`src/hw/rtl/sgsc_pkg.sv`:
```
// shared types, constants and constant functions for the stereo shift gain soft clip channel
package sgsc_pkg;

  localparam int FRAC_BITS = 20;
  localparam int SAMPLE_W  = 24;
  localparam int VOL_W     = 16;
  localparam int SUM_W     = SAMPLE_W + 1;
  localparam int SCALED_W  = SUM_W + 1;
  localparam int A_W       = FRAC_BITS + 2;
  localparam int CMP_W     = ((SCALED_W > A_W) ? SCALED_W : A_W) + 1;
  localparam int MAG_W     = FRAC_BITS + 1;
  localparam int K_W       = FRAC_BITS + 2;
  localparam int PROD_W    = 2 * FRAC_BITS + 3;
  localparam int YMAG_W    = PROD_W - FRAC_BITS - 1;
  localparam int YE_W      = (YMAG_W > SAMPLE_W + 1) ? YMAG_W : SAMPLE_W + 1;
  localparam int SHIFT_W   = 6;

  localparam int MUTE_SHIFT  = 17;
  localparam int MIN_SHIFT   = -2;
  localparam int BASE_OFFSET = 3;

  localparam int unsigned VOL_NUM   = 262140;
  localparam int unsigned VOL_BASE  = 13107;
  localparam int unsigned PAN_FULL  = 65535;
  localparam int unsigned PAN_SIDE  = 16384;
  localparam int unsigned GB_MAX    = 20;
  localparam int unsigned PB_MAX    = 19;
  localparam logic [VOL_W-1:0] VOL_RESET = 16'd32768;
  localparam logic [VOL_W-1:0] PAN_RESET = 16'd32768;

  localparam longint unsigned FixDen   = 64'd10000000000000;
  localparam longint unsigned CLIP_NUM = 64'd14137166941154;
  localparam longint unsigned K_NUM    = 64'd28274333882308;

  localparam longint unsigned POS_LIM = (64'd1 << (SAMPLE_W - 1)) - 64'd1;
  localparam longint unsigned NEG_LIM = 64'd1 << (SAMPLE_W - 1);

  typedef logic signed [SAMPLE_W-1:0] sample_t;
  typedef logic signed [SUM_W-1:0]    sum_t;
  typedef logic signed [A_W-1:0]      amp_t;
  typedef logic signed [SHIFT_W-1:0]  shift_t;

  typedef struct packed {
    shift_t left;
    shift_t right;
  } shift_pair_t;

  typedef enum logic [0:0] {
    REG_VOLUME = 1'b0,
    REG_PAN    = 1'b1
  } cfg_reg_t;

  // round(num / FixDen * 2^FRAC_BITS), half up
  function automatic longint unsigned to_fixed(input longint unsigned num);
    longint unsigned r;
    longint unsigned rem;
    r   = num / FixDen;
    rem = num % FixDen;
    for (int i = 0; i < FRAC_BITS + 1; i++) begin
      rem = rem * 2;
      r   = r * 2 + ((rem >= FixDen) ? 64'd1 : 64'd0);
      if (rem >= FixDen) rem = rem - FixDen;
    end
    return (r + 64'd1) >> 1;
  endfunction

  localparam longint unsigned CLIP = to_fixed(CLIP_NUM);
  localparam longint unsigned KNEE = to_fixed(K_NUM);

endpackage

```
`src/hw/rtl/stereo_shift_gain_soft_clip_channel_core.sv`:
```
// top level of the stereo shift gain soft clip channel
//
// input channel: in_valid / in_stall with sample_left and sample_right,
// one stereo pair per transaction in signed fixed point.
// output channel: out_valid / out_stall with out_left and out_right,
// one processed pair for every input transaction, in order.
// config channel: cfg_valid / cfg_ready with cfg_index and cfg_data;
// index 0 is volume, index 1 is pan_position. cfg_ready is always high.
// write config only while no transaction is in flight.
// an input pair passes the stage 1, stage 2 and output registers before
// out_valid rises; throughput is one pair per cycle while out_stall is
// low, through the three stage pipeline: input sum and shift decode,
// gain and clip, then the curve multiply and output average.
// when the receiver stalls, finished pairs stay in the output register and
// the stages behind it keep filling until all three hold a pair, then
// in_stall rises.
// rst (synchronous, active high) empties the pipeline, clears the previous
// input and curve values and sets volume and pan to mid scale.
module stereo_shift_gain_soft_clip_channel_core import sgsc_pkg::*; (
  input  logic             clk,
  input  logic             rst,
  input  logic             in_valid,
  output logic             in_stall,
  input  sample_t          sample_left,
  input  sample_t          sample_right,
  output logic             out_valid,
  input  logic             out_stall,
  output sample_t          out_left,
  output sample_t          out_right,
  input  logic             cfg_valid,
  output logic             cfg_ready,
  input  cfg_reg_t         cfg_index,
  input  logic [VOL_W-1:0] cfg_data
);

  logic [VOL_W-1:0] volume;
  logic [VOL_W-1:0] pan_position;
  shift_pair_t      shifts_dec;

  sample_t prev_in_left;
  sample_t prev_in_right;
  sample_t prev_shaped_left;
  sample_t prev_shaped_right;

  logic        v1;
  sum_t        sum_l;
  sum_t        sum_r;
  shift_pair_t shifts;

  logic v2;
  amp_t amp_l;
  amp_t amp_r;
  amp_t amp_l_next;
  amp_t amp_r_next;

  sample_t shaped_l;
  sample_t shaped_r;
  sum_t    avg_l;
  sum_t    avg_r;

  logic adv3;
  logic load3;
  logic rdy2;
  logic load2;
  logic accept;

  assign cfg_ready = 1'b1;

  always_ff @(posedge clk) begin
    if (rst) begin
      volume       <= VOL_RESET;
      pan_position <= PAN_RESET;
    end else if (cfg_valid && cfg_ready) begin
      case (cfg_index)
        REG_VOLUME: volume       <= cfg_data;
        REG_PAN:    pan_position <= cfg_data;
        default: ;
      endcase
    end
  end

  sgsc_shift_decode u_decode (
    .volume       (volume),
    .pan_position (pan_position),
    .shifts       (shifts_dec)
  );

  // pipeline flow
  assign adv3     = !out_valid || !out_stall;
  assign load3    = v2 && adv3;
  assign rdy2     = !v2 || adv3;
  assign load2    = v1 && rdy2;
  assign in_stall = v1 && !rdy2;
  assign accept   = in_valid && !in_stall;

  // stage 1: input average sum and decoded shifts
  always_ff @(posedge clk) begin
    if (rst) begin
      v1            <= 1'b0;
      prev_in_left  <= '0;
      prev_in_right <= '0;
    end else begin
      if (accept) begin
        v1            <= 1'b1;
        prev_in_left  <= sample_left;
        prev_in_right <= sample_right;
      end else if (load2) begin
        v1 <= 1'b0;
      end
    end
  end

  always_ff @(posedge clk) begin
    if (accept) begin
      sum_l  <= SUM_W'(sample_left) + SUM_W'(prev_in_left);
      sum_r  <= SUM_W'(sample_right) + SUM_W'(prev_in_right);
      shifts <= shifts_dec;
    end
  end

  // stage 2: gain and clip
  sgsc_scale_clip u_scale_l (
    .sum   (sum_l),
    .shift (shifts.left),
    .amp   (amp_l_next)
  );

  sgsc_scale_clip u_scale_r (
    .sum   (sum_r),
    .shift (shifts.right),
    .amp   (amp_r_next)
  );

  always_ff @(posedge clk) begin
    if (rst) begin
      v2 <= 1'b0;
    end else if (load2) begin
      v2 <= 1'b1;
    end else if (load3) begin
      v2 <= 1'b0;
    end
  end

  always_ff @(posedge clk) begin
    if (load2) begin
      amp_l <= amp_l_next;
      amp_r <= amp_r_next;
    end
  end

  // stage 3: curve and output average
  sgsc_shaper u_shape_l (
    .amp    (amp_l),
    .shaped (shaped_l)
  );

  sgsc_shaper u_shape_r (
    .amp    (amp_r),
    .shaped (shaped_r)
  );

  assign avg_l = SUM_W'(shaped_l) + SUM_W'(prev_shaped_left);
  assign avg_r = SUM_W'(shaped_r) + SUM_W'(prev_shaped_right);

  always_ff @(posedge clk) begin
    if (rst) begin
      out_valid         <= 1'b0;
      prev_shaped_left  <= '0;
      prev_shaped_right <= '0;
    end else begin
      if (load3) begin
        out_valid         <= 1'b1;
        prev_shaped_left  <= shaped_l;
        prev_shaped_right <= shaped_r;
      end else if (!out_stall) begin
        out_valid <= 1'b0;
      end
    end
  end

  always_ff @(posedge clk) begin
    if (load3) begin
      out_left  <= avg_l[SUM_W-1:1];
      out_right <= avg_r[SUM_W-1:1];
    end
  end

  // checks
  a_empty_not_stalled: assert property (@(posedge clk) disable iff (rst)
    (!v1 && !v2 && !out_valid) |-> !in_stall)
    else $error("input stalled with an empty pipeline");

  a_amp_in_clip: assert property (@(posedge clk) disable iff (rst)
    v2 |-> (amp_l <= $signed(A_W'(CLIP)) && amp_l >= -$signed(A_W'(CLIP)) &&
            amp_r <= $signed(A_W'(CLIP)) && amp_r >= -$signed(A_W'(CLIP))))
    else $error("clipped amplitude out of range");

  a_shift_range: assert property (@(posedge clk) disable iff (rst)
    (shifts_dec.left >= SHIFT_W'(MIN_SHIFT) && shifts_dec.left <= SHIFT_W'(MUTE_SHIFT) &&
     shifts_dec.right >= SHIFT_W'(MIN_SHIFT) && shifts_dec.right <= SHIFT_W'(MUTE_SHIFT)))
    else $error("decoded shift out of range");

  a_prev_in_tracks: assert property (@(posedge clk) disable iff (rst)
    accept |=> (prev_in_left == $past(sample_left) && prev_in_right == $past(sample_right)))
    else $error("previous input not updated on transaction");

endmodule

```
`src/hw/rtl/sgsc_shift_decode.sv`:
```
// decodes volume and pan into one clamped shift per channel
module sgsc_shift_decode import sgsc_pkg::*; (
  input  logic [VOL_W-1:0] volume,
  input  logic [VOL_W-1:0] pan_position,
  output shift_pair_t      shifts
);

  logic [17:0]        den_v;
  logic [GB_MAX-1:0]  ge_v;
  logic [PB_MAX-1:0]  ge_p;
  logic [4:0]         gb;
  logic [4:0]         pb;
  logic signed [17:0] t;
  logic [15:0]        d;
  logic [15:0]        den_p;
  logic               pan_right;
  logic               pan_left;
  logic signed [6:0]  base;
  logic signed [6:0]  raw_l;
  logic signed [6:0]  raw_r;

  function automatic shift_t clamp_shift(input logic signed [6:0] s);
    if (s < 7'(MIN_SHIFT)) return SHIFT_W'(MIN_SHIFT);
    if (s > 7'(MUTE_SHIFT)) return SHIFT_W'(MUTE_SHIFT);
    return SHIFT_W'(s);
  endfunction

  assign den_v = {1'b0, volume, 1'b0} + 18'(VOL_BASE);
  assign t     = $signed({1'b0, pan_position, 1'b0}) - 18'(PAN_FULL);
  assign d     = t[17] ? 16'(-t) : 16'(t);
  assign den_p = 16'(PAN_FULL) - d;

  assign pan_right = (t >= $signed(18'(PAN_SIDE)));
  assign pan_left  = (t <= -$signed(18'(PAN_SIDE)));

  // gb >= k exactly when den_v <= floor(VOL_NUM / k)
  for (genvar k = 1; k <= GB_MAX; k++) begin : g_vol
    localparam int unsigned THR = VOL_NUM / k;
    assign ge_v[k-1] = (den_v <= 18'(THR));
  end

  // pan attenuation, saturated where the shift mutes anyway
  for (genvar k = 1; k <= PB_MAX; k++) begin : g_pan
    localparam int unsigned THR = PAN_FULL / k;
    assign ge_p[k-1] = (den_p <= 16'(THR));
  end

  always_comb begin
    gb = '0;
    pb = '0;
    for (int i = 0; i < GB_MAX; i++) gb = gb + 5'(ge_v[i]);
    for (int i = 0; i < PB_MAX; i++) pb = pb + 5'(ge_p[i]);
  end

  assign base  = $signed({2'b00, gb}) - 7'(BASE_OFFSET);
  assign raw_l = pan_right ? base + $signed({2'b00, pb}) : base;
  assign raw_r = pan_left  ? base + $signed({2'b00, pb}) : base;

  assign shifts.left  = clamp_shift(raw_l);
  assign shifts.right = clamp_shift(raw_r);

endmodule

```
`src/hw/rtl/sgsc_scale_clip.sv`:
```
// applies the power of two gain to the input average and clamps it to the clip level
module sgsc_scale_clip import sgsc_pkg::*; (
  input  sum_t   sum,
  input  shift_t shift,
  output amp_t   amp
);

  localparam logic signed [CMP_W-1:0] CLIP_POS = CMP_W'(CLIP);
  localparam logic signed [CMP_W-1:0] CLIP_NEG = -CMP_W'(CLIP);

  logic signed [SCALED_W-1:0] sum_ext;
  logic signed [SCALED_W-1:0] scaled;
  logic signed [CMP_W-1:0]    wide;
  logic signed [CMP_W-1:0]    clamped;
  logic [4:0]                 sh_amt;

  assign sum_ext = SCALED_W'(sum);
  assign sh_amt  = 5'(shift + SHIFT_W'(1));

  always_comb begin
    if (shift >= SHIFT_W'(MUTE_SHIFT)) begin
      scaled = '0;
    end else if (shift == SHIFT_W'(MIN_SHIFT)) begin
      scaled = sum_ext <<< 1;
    end else if (shift == SHIFT_W'(-1)) begin
      scaled = sum_ext;
    end else begin
      scaled = sum_ext >>> sh_amt;
    end
  end

  assign wide = CMP_W'(scaled);

  always_comb begin
    if (wide > CLIP_POS) begin
      clamped = CLIP_POS;
    end else if (wide < CLIP_NEG) begin
      clamped = CLIP_NEG;
    end else begin
      clamped = wide;
    end
  end

  assign amp = A_W'(clamped);

endmodule

```
`src/hw/rtl/sgsc_shaper.sv`:
```
// soft clip curve y = a*(k-|a|)/2 with the magnitude rounded half up and saturation to the sample range
module sgsc_shaper import sgsc_pkg::*; (
  input  amp_t    amp,
  output sample_t shaped
);

  logic                     neg;
  logic [MAG_W-1:0]         mag;
  logic [K_W-1:0]           diff;
  logic [PROD_W-1:0]        prod;
  logic [YMAG_W-1:0]        ymag;
  logic [YE_W-1:0]          ye;
  logic [YE_W-1:0]          lim;
  logic [YE_W-1:0]          sel;
  logic [YE_W-1:0]          yw;

  assign neg  = amp[A_W-1];
  assign mag  = neg ? MAG_W'(-amp) : MAG_W'(amp);
  assign diff = K_W'(KNEE) - K_W'(mag);
  assign prod = PROD_W'(mag) * PROD_W'(diff) + (PROD_W'(1) << FRAC_BITS);
  assign ymag = prod[PROD_W-1:FRAC_BITS+1];
  assign ye   = YE_W'(ymag);
  assign lim  = neg ? YE_W'(NEG_LIM) : YE_W'(POS_LIM);
  assign sel  = (ye > lim) ? lim : ye;
  assign yw   = neg ? -sel : sel;

  assign shaped = SAMPLE_W'(yw);

endmodule
```
`config.mk`:
```
export PLATFORM = sky130hd
export DESIGN_NAME = stereo_shift_gain_soft_clip_channel_core
export DESIGN_NICKNAME = d
export VERILOG_FILES = /design/src/hw/rtl/sgsc_pkg.sv /design/src/hw/rtl/stereo_shift_gain_soft_clip_channel_core.sv /design/src/hw/rtl/sgsc_shift_decode.sv /design/src/hw/rtl/sgsc_scale_clip.sv /design/src/hw/rtl/sgsc_shaper.sv
export SDC_FILE = /design/constraint.sdc
export NUM_CORES = 2
export LEC_CHECK = 0
export BUFFER_PORTS_ARGS = -buffer_cell sky130_fd_sc_hd__buf_2
export CORE_ASPECT_RATIO = 0.6
export CORE_UTILIZATION = 55
export DETAILED_ROUTE_END_ITERATION = 10
export MAX_ROUTING_LAYER = met4
export PLACE_DENSITY_LB_ADDON = 0.3
export SKIP_LAST_GASP = 1
export SYNTH_ARGS = -nofsm -noshare
export SYNTH_HDL_FRONTEND = slang
export SYNTH_SLANG_ARGS = --single-unit
```
`constraint.sdc`:
```
create_clock -name clk -period 15.71 [get_ports clk]
set_input_delay 4.713 -clock clk [delete_from_list [all_inputs] [get_ports clk]]
set_output_delay 4.713 -clock clk [all_outputs]
set_load 0.05 [all_outputs]
```
==> impl_metrics.yaml <==
sta:
  hold_violations: 0
  finalCritPeriodShare: 0.9516
  worstMarginPinSlew_ns: 1.205
  setup_viol: 0
  fmax_mhz: 66.89
  relSlewSlack: 0.1908
  slew_viol_final: 0
  layout_min_cycle_time_ns: 14.95
  rsz0062_at_grt: "false"
  tns_ns: 0
  fin_ws_ns: 0.7603
  fin_skew_ns: 0.03013
global_route:
  grt_pass1_vias: 43672
  grt_use_total: 0.3391
  grt_max_degree: 90
  antenna_found_initial: 4
  grt_pass1_wl_um: 258100
  gr-total-overflow: 0
route:
  finalWirelength_um: 165300
  via_per_inst: 5.896
  drtPass1Iterations: 8
  drc_errors: 0
  drt_iter0_drc: 5232
  detail-route-antenna-nets: 0
  wl_per_cell_um: 21.32
  vias: 45715
clock_network:
  insertion_delay_ns: 0.64
  cts_resized: 0
  cts_sinks: 285
  ctsHoldBuffers: 0
  cts_tree: "yes"
  htreeDepth: 1
  cts_buffer_depth: 3
  clk_pin_slew_worst_paths_ns: 0.07
  cts_root_buf: "clkbuf_16"
  post-cts-setup-buffer-count: 0
  cts_made_buffers: 31
layout:
  finalInstanceArea_um2: 57630
  utilization: 0.5861
  fin_nets: 7755
  fillerInstances: 8741
  area_growth_pct: 5.511
  final_layout_size_suffix_gt1_frac: 0.07478
placement:
  pre_cts_ws_ns: 1.072
  place_area_um2: 56590
  place_congestion: 1.084
  portBuffers: 119
  hpwlAfterDp_um: 134000
worst_setup_path:
  startpoint_type: "flip-flop"
  arrival_ns: 15.41
  cp_slowest_cell: "ha_1"
  slowest_delay_ns: 0.94
  cp.required_ns: 16.17
  timing.rr.start: "amp_r[0]$_SDFFCE_PP1P_"
  crit_start: "amp_r[0]$_SDFFCE_PP1P_"
  setup.worst_path.end_class: "flip-flop"
  path_max_fanout: 20
  worstSetupPathType: "reg2reg"
  cpMostUsedCell: "fa_1"
hold_path:
  min_from: "prev_in_left[0]$_SDFFE_PP0P_"
  hold_class: "reg2reg"
logic_synthesis:
  synth_area_leaders: "fa_1, ha_1, edfxtp_1, inv_1, dfxtp_1"
  syn_area_per_cell_um2: 8.469
  async_flop_share: 0
  netlist_area_um2: 54620
  synth_edf_count: 154
  ys_warn_count: 0
  ys_top_cells_by_count: "inv_1, fa_1, nor2_1"
  dominantRegCellSynth: "edfxtp_1"
  synth_cell_types: 91
  seq_area_frac_synth: 0.1327
  synth_top_area_cell: "fa_1"
  yosys.cell_count.top_type: "inv_1"
  ys_ff_latch: 285
  yosysTopAreaCellShare: 0.2851
  postSynthCellCount: 6450
floorplan:
  die_w_um: 408.8
  start_util: 0.5555
  die-area_um2: 100600
  io_pins: 121
  die_h_um: 246.1
  rows: 89
  core_area_um2: 98330
outcome:
  status: "complete, no violations"
job:
  drv_cap: 0
==> metrics by stage <==
stage / hold WS, ns / std cells
after floorplan: 0.4400 / 6453
after global placement: 0.4458 / 7693
after detailed placement: 0.4523 / 7693
after CTS: 0.4616 / 7751
after global routing: 0.4789 / 7752
final: 0.4585 / 7753
==> worst max-delay path, delay by kind of cell (launching register included) <==
| kind | cells | cell delay [ns] |
|---|---|---|
| compound gates | 15 | 4.66 |
| buf+inv | 7 | 1.06 |
| fa+ha+maj | 12 | 5.94 |
| simple gates | 9 | 2.34 |
| xor+xnor | 2 | 0.35 |
| flops | 1 | 0.36 |
==> cell families (layout without fill, tap and decap cells) <==
kind of cell / after synthesis / after routing / synth area share
simple gates: 2106 / 2106 / 0.1815
buf+inv: 1440 / 1419 / 0.09985
fa+ha+maj: 1278 / 1278 / 0.3997
compound gates: 988 / 988 / 0.1168
flops: 285 / 285 / 0.1327
xor+xnor: 243 / 243 / 0.03896
mux: 109 / 109 / 0.03049
other cells: 1 / 6 / 0.00006865
==> metal layers <==
metal / global-route usage / up-vias / share of wire
met2: 0.4068 / 2720 / 0.36
met3: 0.1211 / 199 / 0.15
met1: 0.5325 / 22123 / 0.47
met4: 0.05332 / 0 / 0.019
li1: - / 20673 / -
met5: - / - / 0
==> flip-flops by register name, summed over array words and instances (netlist names) <==
register           count
out_valid              1
amp_r                 22
out_left              24
volume                16
prev_in_right         24
v1                     1
shifts                12
prev_shaped_right     24
pan_position          16
sum_r                 25
prev_in_left          24
prev_shaped_left      24
v2                     1
amp_l                 22
out_right             24
sum_l                 25
==> layout by cell type, fill, tap and decap left out, types with 63 or more instances in the layout <==
cell	n
o21ai_0	219
buf_2	118
ha_1	500
inv_1	1124
buf_4	108
a21o_1	63
or2_2	88
edfxtp_1	154
dfxtp_1	131
nor3_1	87
nor2_1	657
nand2_1	615
nand2b_1	308
xnor2_1	159
fa_1	778
xor2_1	76
a21oi_1	299
nand3_1	101
==> final cells by class <==
cell class / count / area [µm²] / share of cell area
multi-input combinational: 4728 / 42030 / 0.7292
sequential: 285 / 7247 / 0.1257
inverter: 1135 / 4265 / 0.07401
tap: 1319 / 1650 / 0.02864
timing repair buffer: 226 / 1401 / 0.02431
clock buffer: 32 / 779.5 / 0.01353
clock inverter: 26 / 256.5 / 0.004451
antenna: 2 / 5.005 / 0.00008684
==> worst paths after layout <==
kind / end / slack (ns) / cells past startpoint
setup / recovery: out_right[23]$_DFFE_PP_ / 0.76 / 45
hold / removal: prev_in_left[0]$_SDFFE_PP0P_ / 0.46 / 2
setup reg to reg: out_right[23]$_DFFE_PP_ / 0.76 / 45
hold reg to reg: prev_in_left[0]$_SDFFE_PP0P_ / 0.46 / 2
Power is left out: the tool's default activity adds up to more than one toggle a clock period on the data nets, which glitch-free logic cannot reach.
